$ cat config.mk
export PLATFORM = sky130hd
export DESIGN_NAME = adsr_envelope_generator_core
export DESIGN_NICKNAME = d
export VERILOG_FILES = /design/src/rtl/adsr_pkg.sv /design/src/rtl/adsr_mul.sv /design/src/rtl/adsr_div.sv /design/src/rtl/adsr_envelope_generator_core.sv
export SDC_FILE = /design/constraint.sdc
export NUM_CORES = 2
export LEC_CHECK = 0
export ABC_AREA = 1
export BUFFER_PORTS_ARGS = -buffer_cell sky130_fd_sc_hd__buf_2
export CAP_MARGIN = 5
export CORE_UTILIZATION = 30
export CTS_BUF_LIST = sky130_fd_sc_hd__clkbuf_8
export DETAILED_ROUTE_END_ITERATION = 8
export SYNTH_ARGS = -nofsm -noshare
export SYNTH_HDL_FRONTEND = slang
export SYNTH_SLANG_ARGS = --single-unit
$ cat constraint.sdc
create_clock -name clock -period 9.95 [get_ports clock]
set_input_delay 1.99 -clock clock [delete_from_list [all_inputs] [get_ports clock]]
set_output_delay 1.99 -clock clock [all_outputs]
set_load 0.05 [all_outputs]
$ cat src/rtl/adsr_pkg.sv
// ----------------------------------------------------------------------------
// ADSR envelope generator package
// Shared widths, constants, register indexes and the divider status type.
// ----------------------------------------------------------------------------
package adsr_pkg;

   localparam int TIME_BITS   = 24;
   localparam int SAMPLE_BITS = 16;

   // Level is Q1.15 and may reach full scale, which still fits in 16 bits.
   localparam int LEVEL_W = 16;
   localparam int SUS_MOD_W = 17;
   localparam int MUL_A_W = LEVEL_W;
   localparam int MUL_B_W = TIME_BITS;
   localparam int PROD_W  = MUL_A_W + MUL_B_W;
   localparam int QUOT_W  = LEVEL_W;
   localparam int CSR_IDX_W = 3;
   localparam int CSR_DATA_W = TIME_BITS;
   localparam int OFFSET_W = 15;

   localparam logic [LEVEL_W-1:0]   FULL_SCALE = LEVEL_W'(32768);
   localparam logic [TIME_BITS-1:0] TMAX       = {TIME_BITS{1'b1}};

   // Configuration register indexes.
   localparam logic [CSR_IDX_W-1:0] REG_ATTACK_TIME    = 3'd0;
   localparam logic [CSR_IDX_W-1:0] REG_DECAY_TIME     = 3'd1;
   localparam logic [CSR_IDX_W-1:0] REG_SUSTAIN_LEVEL  = 3'd2;
   localparam logic [CSR_IDX_W-1:0] REG_RELEASE_TIME   = 3'd3;
   localparam logic [CSR_IDX_W-1:0] REG_GATE_THRESHOLD = 3'd4;
   localparam logic [CSR_IDX_W-1:0] REG_CV_SCALE       = 3'd5;
   localparam logic [CSR_IDX_W-1:0] REG_CV_OFFSET      = 3'd6;

   // Envelope stages.
   localparam logic [1:0] STAGE_ATTACK  = 2'd0;
   localparam logic [1:0] STAGE_DECAY   = 2'd1;
   localparam logic [1:0] STAGE_SUSTAIN = 2'd2;
   localparam logic [1:0] STAGE_RELEASE = 2'd3;

   typedef struct packed {
      logic busy;
      logic done;
   } div_status_type;

   // Base time plus signed offset, clamped to the time range; zero counts as one.
   function automatic logic [TIME_BITS-1:0] eff_time(input logic [TIME_BITS-1:0] base,
                                                     input logic [TIME_BITS-1:0] offs);
      logic [TIME_BITS+1:0] sum;
      logic [TIME_BITS-1:0] res;
      sum = {2'b00, base} + {{2{offs[TIME_BITS-1]}}, offs};
      if (sum[TIME_BITS+1]) begin
         res = TIME_BITS'(1);
      end else if (sum[TIME_BITS]) begin
         res = TMAX;
      end else if (sum[TIME_BITS-1:0] == '0) begin
         res = TIME_BITS'(1);
      end else begin
         res = sum[TIME_BITS-1:0];
      end
      return res;
   endfunction

   // Base sustain plus signed offset, clamped to zero and full scale.
   function automatic logic [LEVEL_W-1:0] eff_sustain(input logic [LEVEL_W-1:0] base,
                                                      input logic [SUS_MOD_W-1:0] offs);
      logic [SUS_MOD_W+1:0] sum;
      logic [LEVEL_W-1:0]   res;
      sum = {3'b000, base} + {{2{offs[SUS_MOD_W-1]}}, offs};
      if (sum[SUS_MOD_W+1]) begin
         res = '0;
      end else if (sum[SUS_MOD_W:0] > {{(SUS_MOD_W+1-LEVEL_W){1'b0}}, FULL_SCALE}) begin
         res = FULL_SCALE;
      end else begin
         res = sum[LEVEL_W-1:0];
      end
      return res;
   endfunction

endpackage

$ cat src/rtl/adsr_mul.sv
// ----------------------------------------------------------------------------
// ADSR shared multiplier
// Unsigned 16 x 24 multiplier with a registered product, shared by the
// attack end test, the decay and release numerators and the CV scaling.
// ----------------------------------------------------------------------------
module adsr_mul (
   input  logic                        clock,
   input  logic [adsr_pkg::MUL_A_W-1:0] op_a,
   input  logic [adsr_pkg::MUL_B_W-1:0] op_b,
   output logic [adsr_pkg::PROD_W-1:0]  prod
);

   logic [adsr_pkg::PROD_W-1:0] prod_ff;
   logic [adsr_pkg::PROD_W-1:0] prod_in;

   assign prod_in = {{adsr_pkg::MUL_B_W{1'b0}}, op_a} * {{adsr_pkg::MUL_A_W{1'b0}}, op_b};

   always_ff @(posedge clock) begin
      prod_ff <= prod_in;
   end

   assign prod = prod_ff;

endmodule

$ cat src/rtl/adsr_div.sv
// ----------------------------------------------------------------------------
// ADSR iterative divider
// Restoring divider producing one quotient bit per cycle. The caller
// guarantees that the quotient fits in QUOT_W bits, so the upper numerator
// bits are loaded straight into the partial remainder.
// ----------------------------------------------------------------------------
module adsr_div (
   input  logic                           clock,
   input  logic                           reset,
   input  logic                           start,
   input  logic [adsr_pkg::PROD_W-1:0]    numer,
   input  logic [adsr_pkg::TIME_BITS-1:0] denom,
   output logic [adsr_pkg::QUOT_W-1:0]    quot,
   output adsr_pkg::div_status_type       status
);

   localparam int CNT_W = $clog2(adsr_pkg::QUOT_W);
   localparam int TW    = adsr_pkg::TIME_BITS;
   localparam int QW    = adsr_pkg::QUOT_W;

   logic [TW-1:0]    rem_ff,   rem_in;
   logic [QW-1:0]    bits_ff,  bits_in;
   logic [TW-1:0]    den_ff,   den_in;
   logic [CNT_W-1:0] cnt_ff,   cnt_in;
   logic             busy_ff,  busy_in;
   logic             done_ff,  done_in;
   logic [TW:0]      trial;
   logic [TW:0]      diff;

   assign trial = {rem_ff, bits_ff[QW-1]};
   assign diff  = trial - {1'b0, den_ff};

   always_comb begin
      rem_in  = rem_ff;
      bits_in = bits_ff;
      den_in  = den_ff;
      cnt_in  = cnt_ff;
      busy_in = busy_ff;
      done_in = 1'b0;
      if (start) begin
         rem_in  = numer[adsr_pkg::PROD_W-1:QW];
         bits_in = numer[QW-1:0];
         den_in  = denom;
         cnt_in  = '0;
         busy_in = 1'b1;
      end else if (busy_ff) begin
         if (!diff[TW]) begin
            rem_in  = diff[TW-1:0];
            bits_in = {bits_ff[QW-2:0], 1'b1};
         end else begin
            rem_in  = trial[TW-1:0];
            bits_in = {bits_ff[QW-2:0], 1'b0};
         end
         cnt_in = cnt_ff + CNT_W'(1);
         if (cnt_ff == CNT_W'(QW - 1)) begin
            busy_in = 1'b0;
            done_in = 1'b1;
         end
      end
   end

   always_ff @(posedge clock) begin
      if (reset) begin
         busy_ff <= 1'b0;
         done_ff <= 1'b0;
         cnt_ff  <= '0;
      end else begin
         busy_ff <= busy_in;
         done_ff <= done_in;
         cnt_ff  <= cnt_in;
      end
   end

   always_ff @(posedge clock) begin
      rem_ff  <= rem_in;
      bits_ff <= bits_in;
      den_ff  <= den_in;
   end

   assign quot        = bits_ff;
   assign status.busy = busy_ff;
   assign status.done = done_ff;

endmodule

$ cat src/rtl/adsr_envelope_generator_core.sv
// ----------------------------------------------------------------------------
// ADSR envelope generator core
// Linear attack, decay, sustain and release envelope with per-sample
// modulation offsets, computed by a small sequencer around one shared
// multiplier and one iterative divider.
// ----------------------------------------------------------------------------
//
//   Channel | Direction | Handshake             | Content
//   --------+-----------+-----------------------+-------------------------------
//   req     | in        | req_valid / req_stall | gate sample and four offsets
//   rsp     | out       | rsp_valid / rsp_stall | level, CV, stage, running
//   csr     | in        | csr_wr_en             | register index and write data
//
// A transaction passes the step, attack compare, level, finish and CV states
// when the level needs no division (idle, sustain, or a finished decay or
// release); otherwise it also waits on the 16-step restoring divider.
// The block takes one request transaction at a time: req_stall stays high from
// the cycle after acceptance until the result sits in the output register,
// and also while reset is held.
// A stalled response holds the sequencer in its last state; nothing is lost.
// Reset is synchronous and restores the configuration registers to their
// defaults and the envelope to idle. No memory clearing pass is needed.
// ----------------------------------------------------------------------------
module adsr_envelope_generator_core (
   input  logic                             clock,
   input  logic                             reset,

   input  logic                             req_valid,
   output logic                             req_stall,
   input  logic signed [15:0]               req_gate_sample,
   input  logic signed [23:0]               req_attack_mod,
   input  logic signed [23:0]               req_decay_mod,
   input  logic signed [16:0]               req_sustain_mod,
   input  logic signed [23:0]               req_release_mod,

   output logic                             rsp_valid,
   input  logic                             rsp_stall,
   output logic [15:0]                      rsp_env_level,
   output logic signed [15:0]               rsp_cv_value,
   output logic [1:0]                       rsp_stage,
   output logic                             rsp_running,

   input  logic                             csr_wr_en,
   input  logic [adsr_pkg::CSR_IDX_W-1:0]   csr_index,
   input  logic [adsr_pkg::CSR_DATA_W-1:0]  csr_wdata
);

   localparam int TW = adsr_pkg::TIME_BITS;
   localparam int LW = adsr_pkg::LEVEL_W;
   localparam int PW = adsr_pkg::PROD_W;
   localparam int QW = adsr_pkg::QUOT_W;
   localparam int SW = adsr_pkg::SAMPLE_BITS;

   // Sequencer states.
   localparam logic [2:0] S_IDLE = 3'd0;
   localparam logic [2:0] S_STEP = 3'd1;
   localparam logic [2:0] S_ACMP = 3'd2;
   localparam logic [2:0] S_LVL  = 3'd3;
   localparam logic [2:0] S_NUM  = 3'd4;
   localparam logic [2:0] S_DIVW = 3'd5;
   localparam logic [2:0] S_FIN  = 3'd6;
   localparam logic [2:0] S_CVO  = 3'd7;

   // Configuration registers.
   logic [TW-1:0]                   attack_time_ff;
   logic [TW-1:0]                   decay_time_ff;
   logic [LW-1:0]                   sustain_level_ff;
   logic [TW-1:0]                   release_time_ff;
   logic signed [15:0]              gate_threshold_ff;
   logic [15:0]                     cv_scale_ff;
   logic [adsr_pkg::OFFSET_W-1:0]   cv_offset_ff;

   // Per-transaction operands, captured at acceptance.
   logic [TW-1:0] a_ff, d_ff, r_ff;
   logic [LW-1:0] s_ff;
   logic          held_ff, rise_ff;

   // Envelope state.
   logic [2:0]    state_ff,         state_in;
   logic [1:0]    stage_ff,         stage_in;
   logic [TW-1:0] elapsed_ff,       elapsed_in;
   logic          active_ff,        active_in;
   logic          gate_below_ff,    gate_below_in;
   logic [LW-1:0] attack_start_ff,  attack_start_in;
   logic [LW-1:0] release_start_ff, release_start_in;
   logic [LW-1:0] last_level_ff,    last_level_in;
   logic [LW-1:0] level_ff,         level_in;
   logic          acmp_ff,          acmp_in;

   // Output register.
   logic             rsp_valid_ff, rsp_valid_in;
   logic [LW-1:0]    rsp_level_ff;
   logic signed [15:0] rsp_cv_ff;
   logic [1:0]       rsp_stage_ff;
   logic             rsp_running_ff;
   logic             rsp_load;

   // Shared units.
   logic [adsr_pkg::MUL_A_W-1:0] mul_a;
   logic [adsr_pkg::MUL_B_W-1:0] mul_b;
   logic [PW-1:0]                mul_q;
   logic                         div_start;
   logic [PW-1:0]                div_num;
   logic [TW-1:0]                div_den;
   logic [QW-1:0]                div_q;
   adsr_pkg::div_status_type     div_status;

   logic          req_accept;
   logic [TW-1:0] elapsed_inc;
   logic [LW:0]   attack_sum;
   logic [17:0]   cv_full;
   logic signed [15:0] cv_sat;

   assign req_accept = req_valid && !req_stall;
   assign req_stall  = reset || (state_ff != S_IDLE);

   // ------------------------------------------------------------------------
   // Configuration port. Writes to an index beyond the list are ignored.
   // ------------------------------------------------------------------------
   always_ff @(posedge clock) begin
      if (reset) begin
         attack_time_ff    <= TW'(480);
         decay_time_ff     <= TW'(2400);
         sustain_level_ff  <= LW'(3277);
         release_time_ff   <= TW'(14400);
         gate_threshold_ff <= 16'sd8192;
         cv_scale_ff       <= 16'hFFFF;
         cv_offset_ff      <= adsr_pkg::OFFSET_W'(32767);
      end else if (csr_wr_en) begin
         unique case (csr_index)
            adsr_pkg::REG_ATTACK_TIME:    attack_time_ff    <= csr_wdata;
            adsr_pkg::REG_DECAY_TIME:     decay_time_ff     <= csr_wdata;
            adsr_pkg::REG_SUSTAIN_LEVEL:  sustain_level_ff  <= csr_wdata[LW-1:0];
            adsr_pkg::REG_RELEASE_TIME:   release_time_ff   <= csr_wdata;
            adsr_pkg::REG_GATE_THRESHOLD: gate_threshold_ff <= $signed(csr_wdata[15:0]);
            adsr_pkg::REG_CV_SCALE:       cv_scale_ff       <= csr_wdata[15:0];
            adsr_pkg::REG_CV_OFFSET:      cv_offset_ff      <= csr_wdata[adsr_pkg::OFFSET_W-1:0];
            default: begin
            end
         endcase
      end
   end

   // ------------------------------------------------------------------------
   // Operand capture. Effective times and sustain are formed from the
   // request fields at acceptance and held for the whole transaction.
   // ------------------------------------------------------------------------
   always_ff @(posedge clock) begin
      if (req_accept) begin
         a_ff    <= adsr_pkg::eff_time(attack_time_ff,  req_attack_mod);
         d_ff    <= adsr_pkg::eff_time(decay_time_ff,   req_decay_mod);
         r_ff    <= adsr_pkg::eff_time(release_time_ff, req_release_mod);
         s_ff    <= adsr_pkg::eff_sustain(sustain_level_ff, req_sustain_mod);
         held_ff <= (req_gate_sample > gate_threshold_ff);
         rise_ff <= gate_below_ff && (req_gate_sample > gate_threshold_ff);
      end
   end

   // ------------------------------------------------------------------------
   // Shared multiplier operand selection. In the step state it forms the
   // attack end bound, in the level state the decay or release numerator,
   // and at the end the CV product.
   // ------------------------------------------------------------------------
   always_comb begin
      unique case (state_ff)
         S_STEP: begin
            mul_a = LW'({1'b0, adsr_pkg::FULL_SCALE} - {1'b0, attack_start_ff});
            mul_b = a_ff;
         end
         S_LVL: begin
            if (stage_ff == adsr_pkg::STAGE_DECAY) begin
               mul_a = LW'({1'b0, adsr_pkg::FULL_SCALE} - {1'b0, s_ff});
               mul_b = elapsed_ff;
            end else begin
               mul_a = release_start_ff;
               mul_b = r_ff - elapsed_ff;
            end
         end
         default: begin
            mul_a = cv_scale_ff;
            mul_b = {{(TW-LW){1'b0}}, level_ff};
         end
      endcase
   end

   adsr_mul u_mul (
      .clock (clock),
      .op_a  (mul_a),
      .op_b  (mul_b),
      .prod  (mul_q)
   );

   // The attack numerator is elapsed scaled by full scale, a plain shift.
   assign div_start = (state_ff == S_NUM);
   assign div_num   = (stage_ff == adsr_pkg::STAGE_ATTACK) ?
                      {1'b0, elapsed_ff, 15'b0} : mul_q;
   always_comb begin
      case (stage_ff)
         adsr_pkg::STAGE_ATTACK: div_den = a_ff;
         adsr_pkg::STAGE_DECAY:  div_den = d_ff;
         default:                div_den = r_ff;
      endcase
   end

   adsr_div u_div (
      .clock  (clock),
      .reset  (reset),
      .start  (div_start),
      .numer  (div_num),
      .denom  (div_den),
      .quot   (div_q),
      .status (div_status)
   );

   assign elapsed_inc = (elapsed_ff != adsr_pkg::TMAX) ? elapsed_ff + TW'(1) : elapsed_ff;
   assign attack_sum  = {1'b0, attack_start_ff} + {1'b0, div_q};

   // CV: scaled level minus offset, saturated to the signed sample range.
   assign cv_full = {2'b00, mul_q[30:15]} - {3'b000, cv_offset_ff};
   always_comb begin
      if ($signed(cv_full) > $signed(18'((1 << (SW - 1)) - 1))) begin
         cv_sat = 16'sh7FFF;
      end else if ($signed(cv_full) < $signed(-18'(1 << (SW - 1)))) begin
         cv_sat = 16'sh8000;
      end else begin
         cv_sat = $signed(cv_full[15:0]);
      end
   end

   assign rsp_load = (state_ff == S_CVO) && (!rsp_valid_ff || !rsp_stall);

   // ------------------------------------------------------------------------
   // Sequencer and envelope state update.
   // ------------------------------------------------------------------------
   always_comb begin
      state_in         = state_ff;
      stage_in         = stage_ff;
      elapsed_in       = elapsed_ff;
      active_in        = active_ff;
      gate_below_in    = gate_below_ff;
      attack_start_in  = attack_start_ff;
      release_start_in = release_start_ff;
      last_level_in    = last_level_ff;
      level_in         = level_ff;
      acmp_in          = acmp_ff;

      unique case (state_ff)
         S_IDLE: begin
            if (req_accept) begin
               gate_below_in = (req_gate_sample < gate_threshold_ff);
               state_in      = S_STEP;
            end
         end
         S_STEP: begin
            acmp_in = 1'b0;
            if (rise_ff) begin
               // A rising gate restarts the attack from wherever the level was.
               attack_start_in  = last_level_ff;
               stage_in         = adsr_pkg::STAGE_ATTACK;
               elapsed_in       = '0;
               active_in        = 1'b1;
               release_start_in = '0;
            end else if (active_ff) begin
               elapsed_in = elapsed_inc;
               if (!held_ff && stage_ff != adsr_pkg::STAGE_RELEASE) begin
                  stage_in   = adsr_pkg::STAGE_RELEASE;
                  elapsed_in = '0;
               end else begin
                  case (stage_ff)
                     adsr_pkg::STAGE_ATTACK: acmp_in = 1'b1;
                     adsr_pkg::STAGE_DECAY: begin
                        if (elapsed_inc > d_ff) begin
                           stage_in   = adsr_pkg::STAGE_SUSTAIN;
                           elapsed_in = '0;
                        end
                     end
                     adsr_pkg::STAGE_SUSTAIN: begin
                     end
                     default: begin
                        if (elapsed_inc > r_ff) begin
                           stage_in         = adsr_pkg::STAGE_ATTACK;
                           elapsed_in       = '0;
                           active_in        = 1'b0;
                           release_start_in = '0;
                        end
                     end
                  endcase
               end
            end
            state_in = S_ACMP;
         end
         S_ACMP: begin
            // Attack ends once the exact level would pass full scale.
            if (acmp_ff && ({1'b0, elapsed_ff, 15'b0} > mul_q)) begin
               stage_in   = adsr_pkg::STAGE_DECAY;
               elapsed_in = '0;
            end
            state_in = S_LVL;
         end
         S_LVL: begin
            state_in = S_FIN;
            if (!active_ff) begin
               level_in = '0;
            end else begin
               case (stage_ff)
                  adsr_pkg::STAGE_ATTACK: state_in = S_NUM;
                  adsr_pkg::STAGE_DECAY: begin
                     if (elapsed_ff >= d_ff) begin
                        level_in = s_ff;
                     end else begin
                        state_in = S_NUM;
                     end
                  end
                  adsr_pkg::STAGE_SUSTAIN: level_in = s_ff;
                  default: begin
                     if (elapsed_ff >= r_ff) begin
                        level_in = '0;
                     end else begin
                        state_in = S_NUM;
                     end
                  end
               endcase
            end
         end
         S_NUM: begin
            state_in = S_DIVW;
         end
         S_DIVW: begin
            if (div_status.done) begin
               case (stage_ff)
                  adsr_pkg::STAGE_ATTACK: begin
                     if (attack_sum > {1'b0, adsr_pkg::FULL_SCALE}) begin
                        level_in = adsr_pkg::FULL_SCALE;
                     end else begin
                        level_in = attack_sum[LW-1:0];
                     end
                  end
                  adsr_pkg::STAGE_DECAY: begin
                     if (div_q > adsr_pkg::FULL_SCALE) begin
                        level_in = '0;
                     end else begin
                        level_in = adsr_pkg::FULL_SCALE - div_q;
                     end
                  end
                  default: begin
                     if (div_q > adsr_pkg::FULL_SCALE) begin
                        level_in = adsr_pkg::FULL_SCALE;
                     end else begin
                        level_in = div_q;
                     end
                  end
               endcase
               state_in = S_FIN;
            end
         end
         S_FIN: begin
            // Outside release the level reached so far is what release starts from.
            if (active_ff && stage_ff != adsr_pkg::STAGE_RELEASE) begin
               release_start_in = level_ff;
            end
            last_level_in = level_ff;
            state_in      = S_CVO;
         end
         S_CVO: begin
            if (rsp_load) begin
               state_in = S_IDLE;
            end
         end
         default: begin
            state_in = S_IDLE;
         end
      endcase
   end

   always_ff @(posedge clock) begin
      if (reset) begin
         state_ff         <= S_IDLE;
         stage_ff         <= adsr_pkg::STAGE_ATTACK;
         elapsed_ff       <= '0;
         active_ff        <= 1'b0;
         gate_below_ff    <= 1'b1;
         attack_start_ff  <= '0;
         release_start_ff <= '0;
         last_level_ff    <= '0;
         acmp_ff          <= 1'b0;
      end else begin
         state_ff         <= state_in;
         stage_ff         <= stage_in;
         elapsed_ff       <= elapsed_in;
         active_ff        <= active_in;
         gate_below_ff    <= gate_below_in;
         attack_start_ff  <= attack_start_in;
         release_start_ff <= release_start_in;
         last_level_ff    <= last_level_in;
         acmp_ff          <= acmp_in;
      end
   end

   always_ff @(posedge clock) begin
      level_ff <= level_in;
   end

   // ------------------------------------------------------------------------
   // Output register. A waiting result is cleared when taken and replaced
   // when the sequencer finishes the next transaction.
   // ------------------------------------------------------------------------
   always_comb begin
      rsp_valid_in = rsp_valid_ff;
      if (rsp_load) begin
         rsp_valid_in = 1'b1;
      end else if (rsp_valid_ff && !rsp_stall) begin
         rsp_valid_in = 1'b0;
      end
   end

   always_ff @(posedge clock) begin
      if (reset) begin
         rsp_valid_ff <= 1'b0;
      end else begin
         rsp_valid_ff <= rsp_valid_in;
      end
   end

   always_ff @(posedge clock) begin
      if (rsp_load) begin
         rsp_level_ff   <= level_ff;
         rsp_cv_ff      <= cv_sat;
         rsp_stage_ff   <= stage_ff;
         rsp_running_ff <= active_ff;
      end
   end

   assign rsp_valid     = rsp_valid_ff;
   assign rsp_env_level = rsp_level_ff;
   assign rsp_cv_value  = rsp_cv_ff;
   assign rsp_stage     = rsp_stage_ff;
   assign rsp_running   = rsp_running_ff;

`ifndef ASSERT_OFF
   // An idle envelope always reports a zero level.
   a_idle_level_zero: assert property (@(posedge clock) disable iff (reset)
      (rsp_valid && !rsp_running) |-> (rsp_env_level == '0))
      else $error("idle envelope reports a non-zero level");

   // The level never exceeds full scale.
   a_level_in_range: assert property (@(posedge clock) disable iff (reset)
      rsp_valid |-> (rsp_env_level <= adsr_pkg::FULL_SCALE))
      else $error("envelope level above full scale");

   // The divider only finishes while the sequencer waits for it.
   a_div_done_waited: assert property (@(posedge clock) disable iff (reset)
      div_status.done |-> (state_ff == S_DIVW))
      else $error("divider finished outside the wait state");

   // An accepted transaction always starts the state update next.
   a_accept_starts: assert property (@(posedge clock) disable iff (reset)
      req_accept |=> (state_ff == S_STEP))
      else $error("accepted transaction did not start the update");
`endif

endmodule
==> out/qor.csv <==
metric,value,unit
Area Growth Syn to Fin,10.7,%
"Primary FF master, synth",dfxtp_1,
Max Clk Rate,116,MHz
postcts setup bufs,0,
most frequent CP cell,fa_1,
"top cells by count, synth","1376 x nand2_1, 1073 x inv_1, 674 x nor2_1, 484 x a21oi_1, 403 x ha_1",
# IOs,174,
crit path from,elapsed_ff[5],
post-synthesis sequential area ratio,0.244,
Crit-path slowest cell,dfxtp_1,
CTS tree,built,
initial antenna violation count,4,
CP Launch Type,flop,
crit path max fanout,11,
CTS buffer count,90,
clock sinks,467,
Rows,144,
status,finished with violations,
post-synth cell types,63,
DR pass1 iterations,9,
failing checks,design-rule violations,
full die area,157000,µm²
DIE HEIGHT,397,µm
hold_buf cts,0,
Worst EP required,10.58,ns
synthesized flop and latch total,467,
DR vias,45100,
Period minus WS final,8.64,ns
initial core utilization,0.303,
RSZ-0062 raised after global routing,no,
routed len/inst,21.1,µm
clock skew,0.0631,ns
Post-Syn Area per Cell,7.25,µm²
clock latency on the worst-skew pair,0.79,ns
Die Wd,397,µm
"count leader, synth",nand2_1,
critical path class,flop to flop,
synthesized instance count,6440,
"EDFF count, synth",205,
Crit path largest cell delay,0.56,ns
via/cell ratio,5.19,
GRT overflow,0,
Total Wirelength,184000,µm
number of remaining DRC errors,6,
drt first-iter violations,4494,
setup_tns,0,ns
fraction of layout cells with a size suffix above 1,0.0742,
met2 Use GR,0.355,
root buffer selected by CTS,clkbuf_8,
post-synthesis cell type with the largest combined area,fa_1,
fin. max-slew vios,0,
gr usage total,0.229,
post-cts sizing count,0,
met3 Usage GRT,0.0264,
Synth top area share,0.135,
"Clk pin slew, worst setup/hold paths",0.06,ns
largest net degree at the start of global routing,75,
Detailed Place HPWL,150000,µm
first-pass GRT wire length,274000,µm
core box area,154000,µm²
met1 GRT Util,0.326,
synthesis warning total,0,
Area contributors post-synth,"fa_1 13%, edfxtp_1 13%, dfxtp_1 11%",
Worst R2R Start,elapsed_ff[5],
grt peak-use layer,met2,
setup violators final,0,
max-cap violations,0,
Placer Congestion,0.997,
# H-tree levels,3,
mapped cell area,46700,µm²
vias in the first global route,43600,
Clock Path Buffers,3,
Least-Margin Pin Slew,1.24,ns
Post-synth ARST share,0,
Final nets,7436,
Tcrit/Tclk final,0.868,
endpoint class of the critical path,flop,
HP Start,cv_scale_ff[3],
Syn Nets,7294,
Routed Antenna Nets,0,
Slew HR,0.173,
# port buffers,173,
WP data arrival,9.27,ns
Hold Fails Final Rpt,0,
HP Class,flop to flop,
==> per-stage QoR <==
| step | instance area (µm²) | hold slack [ns] | setup WS, ns | util | instances |
|---|---|---|---|---|---|
| after CTS | 51700 | 0.459 | 1.48 | 0.335 | 8702 |
| after detailed placement | 49800 | 0.445 | 1.46 | 0.323 | 8534 |
| after global placement | 49800 | 0.442 | 1.44 | 0.323 | 8534 |
| after global routing | 51700 | 0.476 | 0.924 | 0.335 | 8703 |
| final | 51700 | 0.457 | 1.31 | 0.335 | 8703 |
| after floorplan | 46700 | 0.406 | 2.62 | - | 6440 |
==> worst max-delay path, delay by kind of cell, from the launching register on <==
kind | cells | cell delay, ns
AOI/OAI and AO/OA | 7 | 1.47
xor gates and xnor gates | 2 | 0.22
adders and majority gates | 8 | 3.89
buffers and inverters | 6 | 0.46
DFF | 1 | 0.56
and+or+nand+nor | 10 | 1.89
==> path summary, 6_finish.rpt <==
| path | endpoint | slack [ns] | cells past startpoint |
|---|---|---|---|
| setup / recovery | u_mul.prod[33] | 1.31 | 33 |
| hold / removal | cv_scale_ff[3] | 0.46 | 2 |
| setup reg to reg | u_mul.prod[33] | 1.31 | 33 |
| hold reg to reg | cv_scale_ff[3] | 0.46 | 2 |
==> cells by family (layout without fill, tap and decap cells) <==
kind of cell / count (synthesis) / count (layout) / synth area share
AO/OA/AOI/OAI: 1115 / 1115 / 0.133
XOR/XNOR: 160 / 160 / 0.0300
adder cells (fa/ha/maj): 717 / 717 / 0.243
buffers and inverters: 1274 / 1492 / 0.106
flip-flops: 467 / 467 / 0.244
other: 0 / 1 / 0
AND/OR/NAND/NOR: 2707 / 2707 / 0.244
==> routing by layer <==
metal | routed length [µm] | up-vias
li1 | - | 21200
met1 | 83000 | 21600
met2 | 80100 | 1984
met3 | 13800 | 354
met4 | 7000 | 2
met5 | 13 | -
==> cell type report <==
class	instances	area, µm²
Antenna cell	1	2.50
Clock buffer	104	1430
Clock inverter	64	502
Fill cell	16700	103000
Inverter	1094	4110
Multi-Input combinational cell	4699	30400
Sequential cell	467	11400
Tap cell	2044	2560
Timing Repair Buffer	230	1290
==> cells in the final DEF (no fill, tap or decap), types with 13 or more instances in the layout <==
cell type     n
o22ai_1      16
ha_1        401
a22oi_1      27
o21ai_2      15
a21oi_1     484
a31oi_1      36
o211ai_1     47
dfxtp_1     262
clkinv_1     17
o21bai_1     23
nand3b_1     21
buf_4        57
nand3_1     365
edfxtp_1    205
clkbuf_8    104
inv_1      1087
clkinv_2     24
o21a_1       24
nand4_1     109
xnor2_1      42
xor2_1      118
inv_2        13
nor2_1      671
o21ai_0     370
nand2_2      24
buf_2       173
nor3_1       56
or2_2        18
nand2_1    1376
nor4_1       21
fa_1        314
==> registers in the layout (all words and copies together), names as in the netlist, 15 cells and up <==
register	cells
s_ff	16
cv_offset_ff	15
attack_start_ff	16
u_mul.prod	40
release_start_ff	16
u_div.den_ff	24
r_ff	24
a_ff	24
attack_time_ff	24
release_time_ff	24
cv_scale_ff	16
gate_threshold_ff	16
sustain_level_ff	16
rsp_env_level	16
rsp_cv_value	16
elapsed_ff	24
level_ff	16
d_ff	24
last_level_ff	16
u_div.rem_ff	24
u_div.quot	16
decay_time_ff	24
Power is left out: the tool's default activity adds up to more than one toggle a clock period on the data nets, which glitch-free logic cannot reach.
